--- config.mk ---
export PLATFORM = sky130hd
export DESIGN_NAME = rpvg_mul
export DESIGN_NICKNAME = d
export VERILOG_FILES = /design/src/design/rpvg_pkg.sv /design/src/design/rpvg_mul.sv
export SDC_FILE = /design/constraint.sdc
export NUM_CORES = 2
export LEC_CHECK = 0
export ABC_CLOCK_PERIOD_IN_PS = 9550
export BUFFER_PORTS_ARGS = -buffer_cell sky130_fd_sc_hd__clkbuf_2
export CAP_MARGIN = 5
export CORE_MARGIN = 2
export CORE_UTILIZATION = 50
export DETAILED_ROUTE_END_ITERATION = 6
export GPL_ROUTABILITY_DRIVEN = 0
export GPL_TIMING_DRIVEN = 1
export PLACE_DENSITY = 0.72
export SYNTH_ARGS = -nofsm -noshare
export SYNTH_HDL_FRONTEND = slang
export SYNTH_SLANG_ARGS = --single-unit
--- constraint.sdc ---
create_clock -name vclk -period 9.55
set_clock_uncertainty 0.2 [all_clocks]
set_input_delay 1.4325 -clock vclk [all_inputs]
set_output_delay 1.4325 -clock vclk [all_outputs]
set_load 0.05 [all_outputs]
--- src/design/rpvg_pkg.sv ---
package rpvg_pkg;

  localparam int MAX_SIDES_DEF = 64;
  localparam int MUL_A_W = 35;
  localparam int MUL_B_W = 33;
  localparam int MUL_P_W = MUL_A_W + MUL_B_W;

  localparam logic [1:0] REG_GRID_SCALE = 2'd0;
  localparam logic [1:0] REG_ORIGIN_X   = 2'd1;
  localparam logic [1:0] REG_ORIGIN_Y   = 2'd2;

  localparam logic [15:0] GRID_SCALE_RST = 16'd256;
  localparam logic [30:0] Q30_ONE = 31'h4000_0000;
  localparam logic [31:0] SINE_SEED = 32'd3864;

  typedef struct packed {
    logic signed [31:0] center_x;
    logic signed [31:0] center_y;
    logic signed [31:0] corner_x;
    logic signed [31:0] corner_y;
    logic [6:0]         side_count;
  } in_item_t;

  typedef struct packed {
    logic signed [31:0] vertex_x;
    logic signed [31:0] vertex_y;
    logic [5:0]         vertex_index;
    logic               last_vertex;
  } out_item_t;

  typedef enum logic [3:0] {
    ST_IDLE, ST_SQA, ST_SQB, ST_ROOT, ST_DIV, ST_TRIG,
    ST_OFFX, ST_OFFY, ST_SCX, ST_SCY, ST_EMIT
  } state_t;

  // Horner coefficients of the quarter-wave sine, Q30
  function automatic logic [31:0] sine_coef(input logic [2:0] j);
    logic [31:0] c;
    case (j)
      3'd1: c = 32'd172271;
      3'd2: c = 32'd5026996;
      3'd3: c = 32'd85569272;
      3'd4: c = 32'd693598668;
      3'd5: c = 32'd1686629713;
      default: c = 32'd0;
    endcase
    return c;
  endfunction

  function automatic logic signed [31:0] sat32(input logic signed [45:0] v);
    logic signed [31:0] s;
    if (v > 46'sd2147483647) s = 32'sh7FFF_FFFF;
    else if (v < -46'sd2147483648) s = 32'sh8000_0000;
    else s = v[31:0];
    return s;
  endfunction

endpackage

--- src/design/rpvg_mul.sv ---
module rpvg_mul
  import rpvg_pkg::*;
(
  input  logic [MUL_A_W-1:0] op_a,
  input  logic [MUL_B_W-1:0] op_b,
  output logic [MUL_P_W-1:0] prod
);

  assign prod = MUL_P_W'(op_a) * MUL_P_W'(op_b);

endmodule

# Yosys cells after proc, flatten, opt, wreduce, memory -nomap -nowiden
# Index checks and enable logic that the tools add are counted.
[word_totals]
ramBits = 0
input_bits = 68
rom_bits = 0
memories = 0
latch_bits = 0
wordCells = 1
regBits = 0
[classes]
n_bitwise = 0
mul = 1
reduce_logical = 0
n_eq_ne = 0
order_cmp = 0
div_mod_pow = 0
n_mux = 0
n_addsub = 0
shift = 0
[ops]
columns = ["operator", "n"]
rows = [
  ["35-bit by 33-bit multiplier with 68-bit output", 1],
]

# Depth between registers and ports, before layout
[logic_depth]
depth_word = 1
mapped_depth = 29
depth_no_buf = 27

# Worst setup path before layout
# No wires, ideal clock.
[synth_timing]
kind = "input-to-output"
startpoint = "input port op_b[3]"
endpoint = "output port prod[60]"
setup_slack_ns = -0.854
path_stages = 26
path_buffers = 2
arrival_time_ns = 8.771
required_time_ns = 7.917
path_cell_list = "clkbuf_1 -> clkbuf_1 -> nand2_1 -> fa_1 -> inv_1 -> fa_1 -> inv_1 -> fa_1 -> fa_1 -> inv_1 -> fa_1 -> fa_1 -> fa_1 -> inv_1 -> fa_1 -> inv_1 -> ha_1 -> nand2_1 -> nor2_1 -> nand2_1 -> or4_1 -> a211o_1 -> o211ai_2 -> a21o_2 -> a41oi_2 -> xnor2_1"
[synth_via]
elab_chain_cells = 1
[synth_lines]
columns = ["item", "line", "text"]
rows = [
  ["start, declared", "rpvg_mul.sv:5", "input logic [MUL_B_W-1:0] op_b,"],
  ["35-bit by 33-bit multiplier with 68-bit output", "rpvg_mul.sv:9", "assign prod = MUL_P_W'(op_a) * MUL_P_W'(op_b);"],
  ["end, declared", "rpvg_mul.sv:6", "output logic [MUL_P_W-1:0] prod"],
]
# No other way between the ends.

# Worst setup path after layout
[layout_timing]
startpoint = "input port op_a[11]"
endpoint = "output port prod[64]"
[layout_via]
elab_chain_cells = 1
[layout_lines]
columns = ["item", "line", "text"]
rows = [
  ["start, declared", "rpvg_mul.sv:4", "input logic [MUL_A_W-1:0] op_a,"],
  ["35-bit by 33-bit multiplier with 68-bit output", "rpvg_mul.sv:9", ""],
]
# No other way between the ends.

==> flow_summary.yaml <==
outcome:
  outcome: "complete, but fails checks"
  failed_checks: "setup timing"
placement:
  port_buffers: 136
  place_hpwl_um: 95300
  pre_cts_slack_ps: -937
setup_path:
  critPathLaunchType: "input port"
  cp_max_fo: 11
  end_kind: "output port"
  path_class: "input port to output port"
  critPathArrivalTime_ps: 8710
  crit_required_ps: 7920
global_routing:
  antenna_found_initial: 4
  grt_pass1_wl_um: 180000
  gr-usage-all-layers_pct: 29.9
  grt_overflow: 0
  grt_max_degree: 27
  grt_pass1_vias: 33137
die:
  io_pins: 136
  die_y_um: 276
  start_util_pct: 50.6
  dieWidth_um: 276
  row_count: 99
  die_area_mm2: 0.0763
  core-area_mm2: 0.0732
drt:
  via_per_inst: 5.47
  vias: 30607
  wl_per_cell_um: 20.9
  wirelength_um: 117000
  dr.pass1.iters: 6
  drtIter0Drc: 2346
  drc: 0
  ant_nets: 0
yosys:
  synth_area_leader_cell: "fa_1"
  netlist_instances: 4133
  syn_avg_cell_area_um2: 8.97
  yosysSeqAreaShare_pct: 0
  ys.warnings.count: 0
  syn_nets: 5488
  yosysMostFrequentCell: "fa_1"
  yosysUniqueCellTypes: 75
  synth_area_mm2: 0.0371
  ys_top_cells_by_area: "fa_1 55%, inv_1 10%, ha_1 9.0%"
  synth_common_cells: "1,020 x fa_1, 998 x inv_1, 690 x nand2_1"
  synth_top_area_share_pct: 55.1
timing:
  slew_headroom_pct: 66.1
  rsz0062_at_grt: "true"
  worst_pin_slew_ps: 504
  final.period_utilization_pct: 108
  setup_slack_ps: -793
  setup_viol: 42
  min_period_ps: 10340
  fmax_ghz: 0.0967
  report.final.hold_viol_count: 0
  timing.hold.ws_ps: 3470
  drv_slew: 0
layout:
  fin_nets: 5990
  drive_gt1_share_pct: 24.8
  nFillCells: 5322
  seq_cells: 0
  syn_to_final_growth_pct: 26.8
  regArea_um2: 0
  fin_util_pct: 64.2
  nClkBuffers: 0
min_path:
  min_from: "op_b[0]"
  holdPathStages: 5
  hold_path_class: "input port to output port"
  holdPathEnd: "prod[0]"
job:
  drv_cap: 0
clock_network:
  ctsHoldBuffers: 0
## layout by cell type, fill, tap and decap left out, types with 16 or more instances in the layout
cell,synthesis,layout
buf_6,1,73
inv_1,998,949
and2_1,527,491
a21o_1,34,34
fa_1,1020,939
nand4_1,19,19
nor2_1,34,21
xnor2_1,44,16
and2_4,0,36
xnor2_4,0,16
inv_2,0,47
buf_4,2,470
a21oi_1,74,37
a21oi_2,1,25
fa_2,0,81
clkbuf_2,1,45
nand2_1,690,671
ha_4,0,38
buf_12,0,102
ha_1,267,226
## worst max path at each step
stage                  start  endpoint  slack (ps)
global placement    op_a[11]  prod[48]        -830
floorplan           op_a[13]  prod[62]        -220
finish              op_a[11]  prod[64]        -790
CTS                  op_a[8]  prod[46]        -710
detailed placement  op_a[24]  prod[46]        -940
global route         op_b[9]  prod[67]        -980
## through the flow
stage | area, µm² | TNS [ps] | std cells
2_1_floorplan | 38000 | -1150 | 4133
3_3_place_gp | 43500 | -27050 | 5488
3_5_place_dp | 43500 | -29340 | 5488
4_1_cts | 45600 | -17160 | 5542
5_1_grt | 47000 | -30350 | 5592
6_report | 47000 | -22580 | 5593
## layout make-up
cell class	instances	area, µm²	area share, %
Multi-Input combinational cell	2898	34700	73.8
Timing Repair Buffer	737	7340	15.6
Inverter	998	3750	7.98
Tap cell	959	1200	2.55
Antenna cell	1	2.50	0.00532
## worst max-delay path, stage by stage
cell and delay, ps:
clkbuf_16 150, buf_12 140, buf_12 120, buf_4 120, nand2_1 70, fa_1 410, inv_1 90, fa_1 450
fa_1 630, fa_1 470, fa_1 510, fa_1 470, fa_1 520, inv_1 60, fa_1 520, inv_1 60
ha_1 290, buf_4 160, a21oi_1 200, o21ai_1 140, a31oi_1 270, o221ai_2 180, a21oi_2 200, o211ai_2 130
a21o_4 250, a211oi_4 320, xnor2_4 170, buf_12 150
## logic make-up (layout without fill, tap and decap cells)
kind of cell	Yosys count	after routing	share of synthesized area [%]
AO/OA/AOI/OAI	222	222	4.26
XOR/XNOR	64	64	1.51
other	0	1	0
buffers and inverters	1235	1735	12.6
AND/OR/NAND/NOR	1325	1325	17.5
adder cells (fa/ha/maj)	1287	1287	64.1
## what timing repair did
action,in CTS,in global routing
gates resized for setup,365,235
cloned,3,6
pin swaps,125,157
buffers inserted,53,56
setup endpoints to repair,51,52
## routing by layer
metal	track usage [%]	wire (µm)	part of all wire, %	vias to the layer above
met2	50.8	57100	49	1647
li1	-	-	-	12843
met5	0	35	0.030	-
met1	38.2	42500	36	15679
met3	4.85	10500	8.9	432
met4	11.9	6900	5.9	6
Power is left out: the tool's default activity adds up to more than one toggle a clock period on the data nets, which glitch-free logic cannot reach.
