[src/design/rpvg_pkg.sv]
package rpvg_pkg;

  localparam int MAX_SIDES_DEF = 64;
  localparam int MUL_A_W = 35;
  localparam int MUL_B_W = 33;
  localparam int MUL_P_W = MUL_A_W + MUL_B_W;

  localparam logic [1:0] REG_GRID_SCALE = 2'd0;
  localparam logic [1:0] REG_ORIGIN_X   = 2'd1;
  localparam logic [1:0] REG_ORIGIN_Y   = 2'd2;

  localparam logic [15:0] GRID_SCALE_RST = 16'd256;
  localparam logic [30:0] Q30_ONE = 31'h4000_0000;
  localparam logic [31:0] SINE_SEED = 32'd3864;

  typedef struct packed {
    logic signed [31:0] center_x;
    logic signed [31:0] center_y;
    logic signed [31:0] corner_x;
    logic signed [31:0] corner_y;
    logic [6:0]         side_count;
  } in_item_t;

  typedef struct packed {
    logic signed [31:0] vertex_x;
    logic signed [31:0] vertex_y;
    logic [5:0]         vertex_index;
    logic               last_vertex;
  } out_item_t;

  typedef enum logic [3:0] {
    ST_IDLE, ST_SQA, ST_SQB, ST_ROOT, ST_DIV, ST_TRIG,
    ST_OFFX, ST_OFFY, ST_SCX, ST_SCY, ST_EMIT
  } state_t;

  // Horner coefficients of the quarter-wave sine, Q30
  function automatic logic [31:0] sine_coef(input logic [2:0] j);
    logic [31:0] c;
    case (j)
      3'd1: c = 32'd172271;
      3'd2: c = 32'd5026996;
      3'd3: c = 32'd85569272;
      3'd4: c = 32'd693598668;
      3'd5: c = 32'd1686629713;
      default: c = 32'd0;
    endcase
    return c;
  endfunction

  function automatic logic signed [31:0] sat32(input logic signed [45:0] v);
    logic signed [31:0] s;
    if (v > 46'sd2147483647) s = 32'sh7FFF_FFFF;
    else if (v < -46'sd2147483648) s = 32'sh8000_0000;
    else s = v[31:0];
    return s;
  endfunction

endpackage

[src/design/rpvg_div.sv]
module rpvg_div
  import rpvg_pkg::*;
(
  input  logic        clk,
  input  logic        rst_n,
  input  logic        start,
  input  logic [5:0]  index,
  input  logic [6:0]  sides,
  output logic        done,
  output logic [31:0] phase
);

  logic [6:0]  rem_r;
  logic [6:0]  den_r;
  logic [31:0] quo_r;
  logic [4:0]  cnt_r;
  logic        busy_r, done_r;
  logic [6:0]  rem_sh;
  logic        take;

  // remainder stays below the side count, so the doubled value fits 7 bits
  assign rem_sh = {rem_r[5:0], 1'b0};
  assign take   = rem_sh >= den_r;

  always_ff @(posedge clk) begin
    if (!rst_n) begin
      busy_r <= 1'b0;
      done_r <= 1'b0;
    end else begin
      done_r <= 1'b0;
      if (start) begin
        busy_r <= 1'b1;
      end else if (busy_r && cnt_r == 5'd31) begin
        busy_r <= 1'b0;
        done_r <= 1'b1;
      end
    end
  end

  always_ff @(posedge clk) begin
    if (start) begin
      rem_r <= {1'b0, index};
      den_r <= sides;
      quo_r <= '0;
      cnt_r <= '0;
    end else if (busy_r) begin
      rem_r <= take ? rem_sh - den_r : rem_sh;
      quo_r <= {quo_r[30:0], take};
      cnt_r <= cnt_r + 5'd1;
    end
  end

  assign done  = done_r;
  assign phase = quo_r;

endmodule

[config.mk]
export PLATFORM = sky130hd
export DESIGN_NAME = rpvg_div
export DESIGN_NICKNAME = d
export VERILOG_FILES = /design/src/design/rpvg_pkg.sv /design/src/design/rpvg_div.sv
export SDC_FILE = /design/constraint.sdc
export NUM_CORES = 1
export LEC_CHECK = 0
export ABC_CLOCK_PERIOD_IN_PS = 2300
export BUFFER_PORTS_ARGS = -buffer_cell sky130_fd_sc_hd__buf_2
export CAP_MARGIN = 20
export CORE_UTILIZATION = 53
export CTS_CLUSTER_SIZE = 24
export DETAILED_ROUTE_END_ITERATION = 8
export HOLD_SLACK_MARGIN = 0.02
export PLACE_DENSITY = 0.78
export SYNTH_ARGS = -nofsm -noshare
export SYNTH_HDL_FRONTEND = slang
export SYNTH_SLANG_ARGS = --single-unit
[constraint.sdc]
create_clock -name clk -period 2.3 [get_ports clk]
set_input_delay 0.115 -clock clk [delete_from_list [all_inputs] [get_ports clk]]
set_output_delay 0.115 -clock clk [all_outputs]
set_load 0.05 [all_outputs]
======== After elaboration in Yosys (flattened, before gate mapping) ========
Index checks and enable logic that the tools add are counted.
cells by class
  $add $sub $neg .......................... 2
  muxes and demuxes ....................... 6
  reduce and logical (&&, ||, !) cells .... 4
  order comparisons ....................... 1
  equality and inequality tests ........... 1
  bitwise gates (word level) .............. 1
operators by type and width
  kind                                          number
  two-way mux 6 bit                             3
  >= comparator 7 bit                           1
  subtractor 6 bit                              1
  adder 5 x 1 -> 5 bit (second input constant)  1
  equality test 5 bit (second input constant)   1
  nonzero test 2 bit                            2
  two-way mux 1 bit                             3
  OR reduction 2 bit                            1
  logical AND 1 bit                             1
  inverter 1 bit                                1
word-level totals
  output and inout port bits .............. 33
  register bits ........................... 52

======== Logic depth before layout (Yosys ltp) ========
  word-level depth ........................ 4
  depth in mapped cells ................... 8
  mapped depth without buffers ............ 7

======== Worst setup path after synthesis ========
OpenSTA, ideal clock, no wires.
  path kind ............................... register to register
  start ................................... reg rem_r[0]
  end ..................................... reg rem_r[2], data pin
  required time ........................... 2039 ps
  cell stages (with the launch flop) ...... 7
  arrival time ............................ 1743 ps
  clock period less this slack ............ 2003 ps
  slack ................................... 297 ps
  setup time .............................. 261 ps
  cells stage by stage .................... edfxtp_1 ha_1 nor2b_1 o31ai_1 a31o_2 a2111oi_0 a221o_1
between the ends
  word-level cells in the longest chain between the ends .. 4
  elaborated cells between the ends (all ways) .. 5
RTL lines
  element                                                  line                            text
  start, declared                                          rpvg_div.sv:13                  logic [6:0] rem_r;
  start signal, assigned                                   rpvg_div.sv:42                  rem_r <= {1'b0, index};
  start signal, assigned                                   rpvg_div.sv:47                  rem_r <= take ? rem_sh - den_r : rem_sh;
  subtractor 6 bit or >= comparator 7 bit (tied branches)  rpvg_div.sv:47, rpvg_div.sv:23
  two-way mux 6 bit *                                      rpvg_div.sv:47
  two-way mux 6 bit *                                      rpvg_div.sv:46                  end else if (busy_r) begin
  two-way mux 6 bit *                                      rpvg_div.sv:41                  if (start) begin
Mark *: on every way between the ends. The rest lies on a longest branch, timed or not. The select of a mux whose other input is x is not followed.
A chain may end at the register's enable or synchronous reset.

======== Final worst setup path ========
  start ................................... reg den_r[1]
  end ..................................... reg rem_r[4], data pin
between the ends
  word-level cells in the longest chain between the ends .. 4
  elaborated cells between the ends (all ways) .. 5
RTL lines
  element                                                  line                            text
  start, declared                                          rpvg_div.sv:14                  logic [6:0] den_r;
  start signal, assigned                                   rpvg_div.sv:43                  den_r <= sides;
  subtractor 6 bit or >= comparator 7 bit (tied branches)  rpvg_div.sv:47, rpvg_div.sv:23
  two-way mux 6 bit *                                      rpvg_div.sv:47
  two-way mux 6 bit *                                      rpvg_div.sv:46
  two-way mux 6 bit *                                      rpvg_div.sv:41
Marked as above.

==> out/results.tsv <==
metric	value	unit
initial_utilization	55.1	%
crit_buf_inv	1	
wirelength_met1	1.92	mm
diodes	0	
slowest_stage	a2111oi_0	
insertion_delay	300	ps
ys_seq_area_share	53.2	%
nNetsFinal	280	
die_x	66.5	um
clkTransAtPathRegs	90	ps
clockBufferDepth	2	
wirelength	4.18	mm
maxSlewHeadroom	52.7	%
synth.avg_cell_area	11.0	um^2
drv_slew	0	
dp_cells	289	
status	finished clean	
area_growth	21.1	%
vias_per_cell	5.35	
rr_endpoint	rem_r[4]$_DFFE_PP_	
wl_met3	268	um
instances_no_fill	305	
min_period_over_period	94.2	%
rows	23	
vdd_ir_drop_max	0.000419	V
cts_tree	done	
p_leak	0.00123	uW
fillers	353	
setup_tns	0	ps
drt-initial-drc-count	147	
hold_viol	0	
path_cells	inv_1 -> ha_1 -> nor2b_1 -> o31ai_2 -> a31o_2 -> a2111oi_0 -> a221o_1	
critPathTopFamily	compound AO/OA/AOI/OAI gates	
syn-cell-area	0.00220	mm^2
via_count	1633	
worstHoldStart	index[4]	
dr.max_layer_used	met4	
slowest_delay	560	ps
ant_nets	0	
crit_path_max_fanout	7	
drt_pass1_iterations	4	
drc_errors	0	
finalCoreUtilization	66.7	%
antenna_found_initial	0	
grt_remaining_overflow	0	
synth_cell_type_count	33	
die_h	66.5	um
fin_crit	2170	ps
cts_sinks	52	
htree_num_levels	2	
synth_cells	200	
grt_start_max_net_pins	43	
skew	3.73	ps
gp_congestion	0.887	
io_buffers	48	
crit_type	flip-flop to flip-flop	
cp.required	2480	ps
r2r_start	den_r[1]$_DFFE_PP_	
grt_pass1_wl	6.66	mm
grt_pass1_vias	1518	
cp-startpoint	den_r[1]$_DFFE_PP_	
dp_hpwl	2.74	mm
numCtsBuffers	5	
drive_gt1_share	25.1	%
yosysWarnings	0	
end_kind	flip-flop	
coreArea	0.00400	mm^2
detail_route.wl_per_cell	13.7	um
cp.arrival	2340	ps
rrSetupSlack	130	ps
min_to	rem_r[4]$_DFFE_PP_	
setup_violations	0	
post_cts_buffers	0	
synth-seq-cells	52	
powerDensity	704	mW/mm^2
grt_use_total	20.2	%
syn_nets	226	
max_freq	0.461	GHz
cap_violations	0	
die_area	0.00442	mm^2
hold_path_class	input pin to flip-flop	
route.met2.wl	1.95	mm
cp-start-kind	flip-flop	
rsz0062_at_grt	false	
clock-root-buffer	clkbuf_8	
tightest_slew	710	ps
hold_depth	2	
ioPinCount	49	
reg2regPathDepth	7	
## power by group
part,leakage [uW],internal (uW),switching (uW)
registers,0.000445,983,25.5
logic,0.000735,149,176
clock network,0.0000516,246,296
## layout by cell type, fill, tap and decap left out, types with 2 or more instances in the layout
master,n
nor3_1,2
nand2_1,3
a21o_1,2
nor2_1,37
xor2_1,2
nor2b_1,9
a21oi_1,3
dlygate4sd3_1,8
inv_1,8
buf_4,2
clkbuf_8,6
a2111oi_0,3
a221o_1,4
mux2i_1,33
ha_1,9
buf_2,48
edfxtp_1,13
o21a_1,5
nand4_1,2
dfxtp_1,38
## logic make-up (layout without fill, tap and decap cells)
kind of cell / after synthesis / count (layout) / share of synthesized area (%)
AOI/OAI and AO/OA: 24 / 24 / 8.64
xor gates and xnor gates: 3 / 3 / 1.19
adders and majority gates: 10 / 10 / 6.02
buffers and inverters: 20 / 75 / 3.92
DFF: 52 / 52 / 53.2
muxes: 33 / 33 / 15.0
and+or+nand+nor: 58 / 58 / 12.0
## worst register-to-register path, cell delays in order (launching register included)
cell and delay (ps):
edfxtp_1 380, inv_1 70, ha_1 280, nor2b_1 200
o31ai_2 100, a31o_2 260, a2111oi_0 570, a221o_1 180
## per-layer routing
metal,vias up,GRT usage [%]
met4,0,7.45
met2,58,32.4
met5,-,0
met1,771,25.5
met3,4,6.16
li1,800,-
## worst max-delay path by stage
stage                         endpoint  slack, ps  cells after the start
finish              rem_r[4]$_DFFE_PP_        130                      7
global route        rem_r[2]$_DFFE_PP_         40                      7
CTS                 rem_r[2]$_DFFE_PP_        110                      7
detailed placement  rem_r[4]$_DFFE_PP_        140                      7
global placement    rem_r[2]$_DFFE_PP_        190                      6
floorplan           rem_r[2]$_DFFE_PP_        300                      6
## registers in the layout, summed over array words and instances (netlist names)
signal  flops
phase      32
rem_r       6
cnt_r       5
den_r       7
done        1
busy_r      1
## synthesized netlist by cell type
cell type | n | area share [%]
mux2i_1 | 33 | 15
a2111oi_0 | 3 | 1.2
buf_1 | 1 | 0.17
edfxtp_1 | 13 | 18
inv_1 | 8 | 1.4
nor2b_1 | 9 | 2.6
nand2_1 | 3 | 0.51
o21a_1 | 5 | 1.7
dfxtp_1 | 39 | 35
nor3_1 | 2 | 0.45
clkbuf_1 | 7 | 1.2
xnor2_1 | 1 | 0.40
xor2_1 | 2 | 0.80
nor2_1 | 37 | 6.3
o31ai_1 | 2 | 0.68
a211oi_1 | 1 | 0.34
buf_2 | 3 | 0.68
a21oi_1 | 3 | 0.68
and3_1 | 1 | 0.28
a31o_2 | 1 | 0.40
ha_1 | 9 | 5.1
a21o_1 | 2 | 0.68
o211a_1 | 1 | 0.45
nand4_1 | 2 | 0.57
buf_6 | 1 | 0.51
a31oi_1 | 1 | 0.28
nand3_1 | 1 | 0.23
and2_4 | 1 | 0.40
or2_2 | 1 | 0.28
a221oi_1 | 1 | 0.40
fa_1 | 1 | 0.91
a221o_1 | 4 | 1.8
and4b_1 | 1 | 0.45
## area by class of cell
cell class              instances  area [um^2]  area share [%]
clock inverters                 2         13.8           0.516
well taps                      50         62.6            2.35
inverters                       8         30.0            1.13
multi-input cells             128          950            35.6
clock buffers                   6         82.6            3.10
flip-flops and latches         52         1170            44.0
repair buffers                 59          355            13.3
## per-stage QoR
stage | power, uW | hold slack [ps] | instance area [um^2] | setup slack (ps)
2_1_floorplan | 1270 | 214 | 2200 | 297
3_3_place_gp | 1320 | 292 | 2480 | 185
3_5_place_dp | 1330 | 294 | 2480 | 144
4_1_cts | 1880 | 114 | 2660 | 108
5_1_grt | 1950 | 122 | 2670 | 39.1
6_report | 1880 | 124 | 2670 | 133
## timing repair
item	in CTS	in global routing
endpoints found under the setup margin	0	1
endpoints found under the hold margin	8	0
gates resized for setup	0	1
hold buffers	8	0
Note: power is estimated with default switching activity, not from simulation.
