File: src/design/rpvg_pkg.sv
package rpvg_pkg;

  localparam int MAX_SIDES_DEF = 64;
  localparam int MUL_A_W = 35;
  localparam int MUL_B_W = 33;
  localparam int MUL_P_W = MUL_A_W + MUL_B_W;

  localparam logic [1:0] REG_GRID_SCALE = 2'd0;
  localparam logic [1:0] REG_ORIGIN_X   = 2'd1;
  localparam logic [1:0] REG_ORIGIN_Y   = 2'd2;

  localparam logic [15:0] GRID_SCALE_RST = 16'd256;
  localparam logic [30:0] Q30_ONE = 31'h4000_0000;
  localparam logic [31:0] SINE_SEED = 32'd3864;

  typedef struct packed {
    logic signed [31:0] center_x;
    logic signed [31:0] center_y;
    logic signed [31:0] corner_x;
    logic signed [31:0] corner_y;
    logic [6:0]         side_count;
  } in_item_t;

  typedef struct packed {
    logic signed [31:0] vertex_x;
    logic signed [31:0] vertex_y;
    logic [5:0]         vertex_index;
    logic               last_vertex;
  } out_item_t;

  typedef enum logic [3:0] {
    ST_IDLE, ST_SQA, ST_SQB, ST_ROOT, ST_DIV, ST_TRIG,
    ST_OFFX, ST_OFFY, ST_SCX, ST_SCY, ST_EMIT
  } state_t;

  // Horner coefficients of the quarter-wave sine, Q30
  function automatic logic [31:0] sine_coef(input logic [2:0] j);
    logic [31:0] c;
    case (j)
      3'd1: c = 32'd172271;
      3'd2: c = 32'd5026996;
      3'd3: c = 32'd85569272;
      3'd4: c = 32'd693598668;
      3'd5: c = 32'd1686629713;
      default: c = 32'd0;
    endcase
    return c;
  endfunction

  function automatic logic signed [31:0] sat32(input logic signed [45:0] v);
    logic signed [31:0] s;
    if (v > 46'sd2147483647) s = 32'sh7FFF_FFFF;
    else if (v < -46'sd2147483648) s = 32'sh8000_0000;
    else s = v[31:0];
    return s;
  endfunction

endpackage

File: src/design/rpvg_sqrt.sv
module rpvg_sqrt
  import rpvg_pkg::*;
(
  input  logic        clk,
  input  logic        rst_n,
  input  logic        start,
  input  logic [63:0] num,
  output logic        done,
  output logic [31:0] root
);

  logic [63:0] num_r, num_nxt;
  logic [63:0] res_r, res_nxt;
  logic [63:0] bit_r;
  logic        busy_r, done_r;
  logic [63:0] trial;

  assign trial = res_r + bit_r;

  always_comb begin
    if (num_r >= trial) begin
      num_nxt = num_r - trial;
      res_nxt = (res_r >> 1) + bit_r;
    end else begin
      num_nxt = num_r;
      res_nxt = res_r >> 1;
    end
  end

  always_ff @(posedge clk) begin
    if (!rst_n) begin
      busy_r <= 1'b0;
      done_r <= 1'b0;
    end else begin
      done_r <= 1'b0;
      if (start) begin
        busy_r <= 1'b1;
      end else if (busy_r && bit_r[0]) begin
        busy_r <= 1'b0;
        done_r <= 1'b1;
      end
    end
  end

  always_ff @(posedge clk) begin
    if (start) begin
      num_r <= num;
      res_r <= '0;
      bit_r <= 64'h4000_0000_0000_0000;
    end else if (busy_r) begin
      num_r <= num_nxt;
      res_r <= res_nxt;
      bit_r <= bit_r >> 2;
    end
  end

  assign done = done_r;
  assign root = res_r[31:0];

endmodule

File: config.mk
export PLATFORM = sky130hd
export DESIGN_NAME = rpvg_sqrt
export DESIGN_NICKNAME = d
export VERILOG_FILES = /design/src/design/rpvg_pkg.sv /design/src/design/rpvg_sqrt.sv
export SDC_FILE = /design/constraint.sdc
export NUM_CORES = 1
export LEC_CHECK = 0
export BUFFER_PORTS_ARGS = -buffer_cell sky130_fd_sc_hd__buf_4
export CAP_MARGIN = 10
export CORE_MARGIN = 2
export CORE_UTILIZATION = 60
export CTS_CLUSTER_DIAMETER = 40
export DETAILED_ROUTE_END_ITERATION = 10
export GPL_TIMING_DRIVEN = 0
export PLACE_DENSITY = 0.79
export SLEW_MARGIN = 20
export SYNTH_ARGS = -nofsm -noshare
export SYNTH_HDL_FRONTEND = slang
export SYNTH_SLANG_ARGS = --single-unit
File: constraint.sdc
create_clock -name clk -period 7.9 [get_ports clk]
set_clock_uncertainty 0.2 [all_clocks]
set_input_delay 0.395 -clock clk [delete_from_list [all_inputs] [get_ports clk]]
set_output_delay 0.395 -clock clk [all_outputs]
set_load 0.02 [all_outputs]
==> Word level (Yosys, flattened, before mapping) <==
Index checks and enable logic that the tools add are counted.
{ "op_classes": {"n_addsub": 3, "n_lt_le_gt_ge": 1, "n_mux": 7, "bitwise_logic": 1, "n_reduce_logical": 6} }
{ "ops": {"columns": ["op", "n"], "rows": [
  ["$mux W64", 4],
  ["$add A63 B63 Y64", 1],
  ["$add A64 B63 Y64", 1],
  ["$ge A64 B64 Y1", 1],
  ["$sub A64 B64 Y64", 1],
  ["$reduce_bool A2 Y1", 3],
  ["$mux W1", 3],
  ["$reduce_and A2 Y1", 1],
  ["$reduce_or A2 Y1", 1],
  ["$logic_and A1 B1 Y1", 1],
  ["$not A1 Y1", 1]
]} }
{ "totals": {"register_bits": 162, "input_bits": 67, "wordCells": 23} }

==> Depth between registers and ports, before layout <==
{ "depth": {"word_depth": 5, "ltp_mapped": 27, "ltp_nobuf": 25} }

==> Worst setup path after synthesis <==
OpenSTA, ideal clock, no wires.
{ "synth_path": {"kind": "reg-to-reg", "start": "register bit_r[0]", "end": "register num_r[0], enable pin", "setup_ns": 0.394, "arrival_ns": 5.299, "required_time_ns": 7.306, "path_slack_ns": 2.007, "stages_incl_launch_ff": 26, "path_buffers": 3, "cell_sequence": "dfxtp_1 > ha_1 > ha_1 > a21o_1 > a31o_2 > a211o_1 > a211o_1 > a21o_1 > a31oi_1 > o31a_1 > o21ai_1 > a21oi_1 > nor2b_1 > xnor2_1 > ha_1 > clkbuf_1 > nand2_1 > nor3_1 > nand4_1 > o21bai_1 > a21oi_1 > o31a_1 > buf_2 > buf_2 > nor2_1 > or2_2"} }
{ "synth_via": {"elab_chain_cells": 4} }
{ "synth_lines": {"columns": ["element", "line", "text"], "rows": [
  ["start, declared", "rpvg_sqrt.sv:14", "logic [63:0] bit_r;"],
  ["start signal, assigned", "rpvg_sqrt.sv:53", "bit_r <= bit_r >> 2;"],
  ["$add A64 B63 Y64", "rpvg_sqrt.sv:18", "assign trial = res_r + bit_r;"],
  ["$ge A64 B64 Y1", "rpvg_sqrt.sv:21", "if (num_r >= trial) begin"],
  ["$reduce_bool A2 Y1 (no line)", null, null],
  ["$reduce_and A2 Y1 (no line)", null, null],
  ["end signal, assigned", "rpvg_sqrt.sv:47", "num_r <= num;"],
  ["end signal, assigned", "rpvg_sqrt.sv:51", "num_r <= num_nxt;"],
  ["end, declared", "rpvg_sqrt.sv:12", "logic [63:0] num_r, num_nxt;"]
]} }
Every way passes these cells.
A chain may end at the register's enable or synchronous reset.

==> Worst setup path after layout <==
{ "layout_path": {"start": "register res_r[2]", "end": "register num_r[37], enable pin"} }
{ "layout_via": {"elab_chain_cells": 4} }
{ "layout_lines": {"columns": ["element", "line", "text"], "rows": [
  ["start, declared", "rpvg_sqrt.sv:13", "logic [63:0] res_r, res_nxt;"],
  ["start signal, assigned", "rpvg_sqrt.sv:52", "res_r <= res_nxt;"],
  ["$add A64 B63 Y64", "rpvg_sqrt.sv:18", null],
  ["$ge A64 B64 Y1", "rpvg_sqrt.sv:21", null],
  ["$reduce_bool A2 Y1 (no line)", null, null],
  ["$reduce_and A2 Y1 (no line)", null, null]
]} }
Every way passes these cells.

==> out/metrics.yaml <==
run_status:
  status: "finished, final reports clean"
global_route:
  grt_first_pass_wirelength_mm: 73.0
  grt_usage_pct: 35.2
  antenna_found_initial: 0
  overflow: 0
  grt_pass1_vias: 13800
  grt_max_degree: 36
run:
  max_cap_violations: 0
cells_and_area:
  layout-drive-gt1-share_pct: 11.6
  num-nets-final: 2202
  finalNonFillerCells: 2341
  syn_to_final_growth_pct: 11.8
  final_util_pct: 68.6
  num_antenna_cells: 0
  n_fill_cell: 2109
clock_network:
  htreeDepth: 4
  clock_path_buffers: 2
  numClockSinks: 162
  clkLatencyLatePin_ns: 0.45
  root_buffer: "clkbuf_16"
  cts_setup_buffers: 0
  cts_made_buffers: 17
  clk_pin_slew_ns: 0.09
  cts_tree: "done"
route:
  wire_per_inst_um: 20.1
  avgViaCountPerCell: 6.43
  drc: 0
  drt_pass1_iterations: 6
  vias: 15000
  wirelength_mm: 47.1
  ant_nets: 0
  drtIter0Drc: 1739
timing:
  min_period_ns: 7.52
  tightest_slew_ns: 1.07
  grt_setup_unrepaired: "no"
  hold_viol_final: 0
  slew_headroom_pct: 28.9
  setup_viol: 0
  finalCritPeriodShare_pct: 95.2
  setup_tns_ns: 0
  whs_ns: 0.0141
  slew_violations: 0
  max_freq_mhz: 133
yosys:
  ys_ff_latch: 162
  async_flop_share_pct: 0
  synth_cell_types: 82
  synth_cells: 1885
  synth_fp_nets: 2083
  syn-cell-area_sq_mm: 0.0150
  yosysWarningCount: 0
  synth-main-ff-cell: "dfxtp_1"
  synth_edf_count: 64
  synth-seq-area-share_pct: 26.0
  syn_avg_cell_area_sq_um: 7.93
floorplan:
  die_w_um: 162
  dieArea_sq_mm: 0.0262
  rows: 57
  io-pin-count: 100
  fp.dieH_um: 162
  core_sq_mm: 0.0244
  initial_core_util_pct: 61.3
critical_path:
  crit_path_start_kind: "flip-flop"
  required_ns: 7.88
  crit_slowest_cell: "o41ai_1"
  end_kind: "flip-flop"
  arrival_ns: 7.51
  slowest_delay_ns: 0.52
  critical_path_peak_fanout: 35
  critPathMostFrequentCell: "nor2_1"
  r2r-start: "res_r[2]$_SDFFE_PP0P_"
  crit_type: "flip-flop to flip-flop"
  reg2reg_to: "num_r[37]$_DFFE_PP_"
  reg2regPathDepth: 26
  r2r_slack_ns: 0.38
hold_path:
  holdCritPathClass: "input pin to flip-flop"
  hold_end: "num_r[9]$_DFFE_PP_"
  hp-start: "num[9]"
  whs_path_depth: 3
placement:
  gp_congestion: 1.01
  io_buffers: 98
  dp_cells: 2308
  dp_hpwl_mm: 35.8
power_and_ir_drop:
  ir_drop_mv: 0.161
  p_leak_uw: 0.00666
  power.density_mw_per_mm2: 270
-- power breakdown --
group | switching [uW] | total [uW] | internal, uW | leakage [uW]
registers | 109 | 1190 | 1080 | 0.00145
clock network | 432 | 866 | 435 | 0.000294
logic | 1530 | 2450 | 924 | 0.00492
total | 2070 | 4510 | 2440 | 0.00666
-- cell usage after synthesis, types with 5 or more instances --
master	count	share of area (%)
o21a_1	11	0.55
mux2i_1	45	3.0
and4_1	7	0.41
nor3_1	23	0.77
and3_1	8	0.33
buf_2	14	0.47
dfxtp_1	98	13
xnor2_1	72	4.2
or2_2	5	0.21
a211oi_1	41	2.1
nand4_1	46	1.9
o31ai_1	9	0.45
buf_4	34	1.7
o21bai_1	29	1.5
or3_1	22	0.92
a21boi_0	6	0.30
xor2_1	76	4.5
nand2_1	197	4.9
nand3_1	23	0.77
a21o_1	59	3.0
nor2_1	176	4.4
clkbuf_1	93	2.3
and2_1	10	0.42
ha_1	130	11
nand2b_1	14	0.59
o21ai_1	15	0.50
nor2b_1	21	0.88
a311oi_1	17	1.0
nor4_1	8	0.33
a31oi_1	52	2.2
a221oi_1	13	0.76
o21ai_0	167	5.6
edfxtp_1	64	13
a31o_2	18	1.1
o211ai_1	9	0.45
inv_1	43	1.1
a21oi_1	130	4.3
-- cell usage in the layout, fill, tap and decap left out, types with 15 or more instances in the layout --
cell type,n
nand2_1,197
nor2_1,176
o21ai_0,167
buf_4,132
a21oi_1,130
ha_1,130
dfxtp_1,98
clkbuf_1,93
xor2_1,76
xnor2_1,72
edfxtp_1,64
a21o_1,59
a31oi_1,52
nand4_1,46
mux2i_1,45
inv_1,43
a211oi_1,41
o21bai_1,29
nand3_1,23
nor3_1,23
or3_1,22
nor2b_1,21
a31o_2,18
a311oi_1,17
clkbuf_16,17
o21ai_1,15
-- sequential cells by signal, indices dropped and copies added (netlist names) --
| register | flops |
|---|---|
| bit_r | 32 |
| num_r | 64 |
| busy_r | 1 |
| done | 1 |
| res_r | 64 |
-- timing repair --
action,4_1_cts,5_1_grt
hold buffers,1,0
hold endpoints to repair,2,0
gates resized for setup,0,0
-- stage by stage --
step           instance area [sq um]  worst slack (ns)  total power [uW]
2_1_floorplan                  15000              2.01              2940
3_3_place_gp                   16100             0.178              3530
3_5_place_dp                   16100             0.580              3580
4_1_cts                        16700             0.540              4450
5_1_grt                        16700            0.0707              4780
6_report                       16700             0.376              4510
-- final cells by class --
class / count / area [sq um] / share of cell area [%]
Clock buffer: 18 / 439 / 2.63
Timing Repair Buffer: 100 / 766 / 4.58
Inverter: 44 / 165 / 0.988
Tap cell: 324 / 405 / 2.42
Multi-Input combinational cell: 1533 / 10200 / 61.0
Buffer: 146 / 716 / 4.28
Sequential cell: 162 / 3880 / 23.2
Clock inverter: 14 / 155 / 0.928
-- worst max-delay path, delay by kind of cell (launching register included) --
| kind | cells | cell delay, ns |
|---|---|---|
| AO/OA/AOI/OAI | 14 | 3.63 |
| XOR/XNOR | 1 | 0.28 |
| adder cells (fa/ha/maj) | 2 | 0.60 |
| buffers and inverters | 4 | 1.16 |
| flip-flops | 1 | 0.44 |
| AND/OR/NAND/NOR | 5 | 0.92 |
-- metal layers --
layer / global-route usage, % / wire, um / up-vias
met1: 49.5 / 21000 / 7038
met5: 0 / 0 / -
met3: 5.57 / 3950 / 115
met2: 54.2 / 20300 / 733
met4: 13.8 / 1810 / 0
li1: - / - / 7156
-- logic make-up (layout without fill, tap and decap cells) --
family | count (synthesis) | count (layout) | synth area share [%]
XOR/XNOR | 148 | 148 | 8.67
flip-flops | 162 | 162 | 26.0
multiplexers | 50 | 50 | 3.39
buffers and inverters | 190 | 322 | 5.89
AO/OA/AOI/OAI | 631 | 631 | 27.4
adder cells (fa/ha/maj) | 131 | 131 | 11.0
AND/OR/NAND/NOR | 573 | 573 | 17.7
-- how the worst max path moves through the flow --
stage                                from                   to  slack (ns)  cells past startpoint
detailed placement  res_r[2]$_SDFFE_PP0P_  num_r[30]$_DFFE_PP_        0.58                     26
floorplan           bit_r[0]$_SDFFE_PP0P_   num_r[0]$_DFFE_PP_        2.01                     25
global placement    res_r[2]$_SDFFE_PP0P_  num_r[29]$_DFFE_PP_        0.18                     24
CTS                 res_r[2]$_SDFFE_PP0P_  num_r[37]$_DFFE_PP_        0.54                     26
finish              res_r[2]$_SDFFE_PP0P_  num_r[37]$_DFFE_PP_        0.38                     26
global route        res_r[2]$_SDFFE_PP0P_  num_r[30]$_DFFE_PP_        0.07                     26
Note: power is estimated with default switching activity, not from simulation.
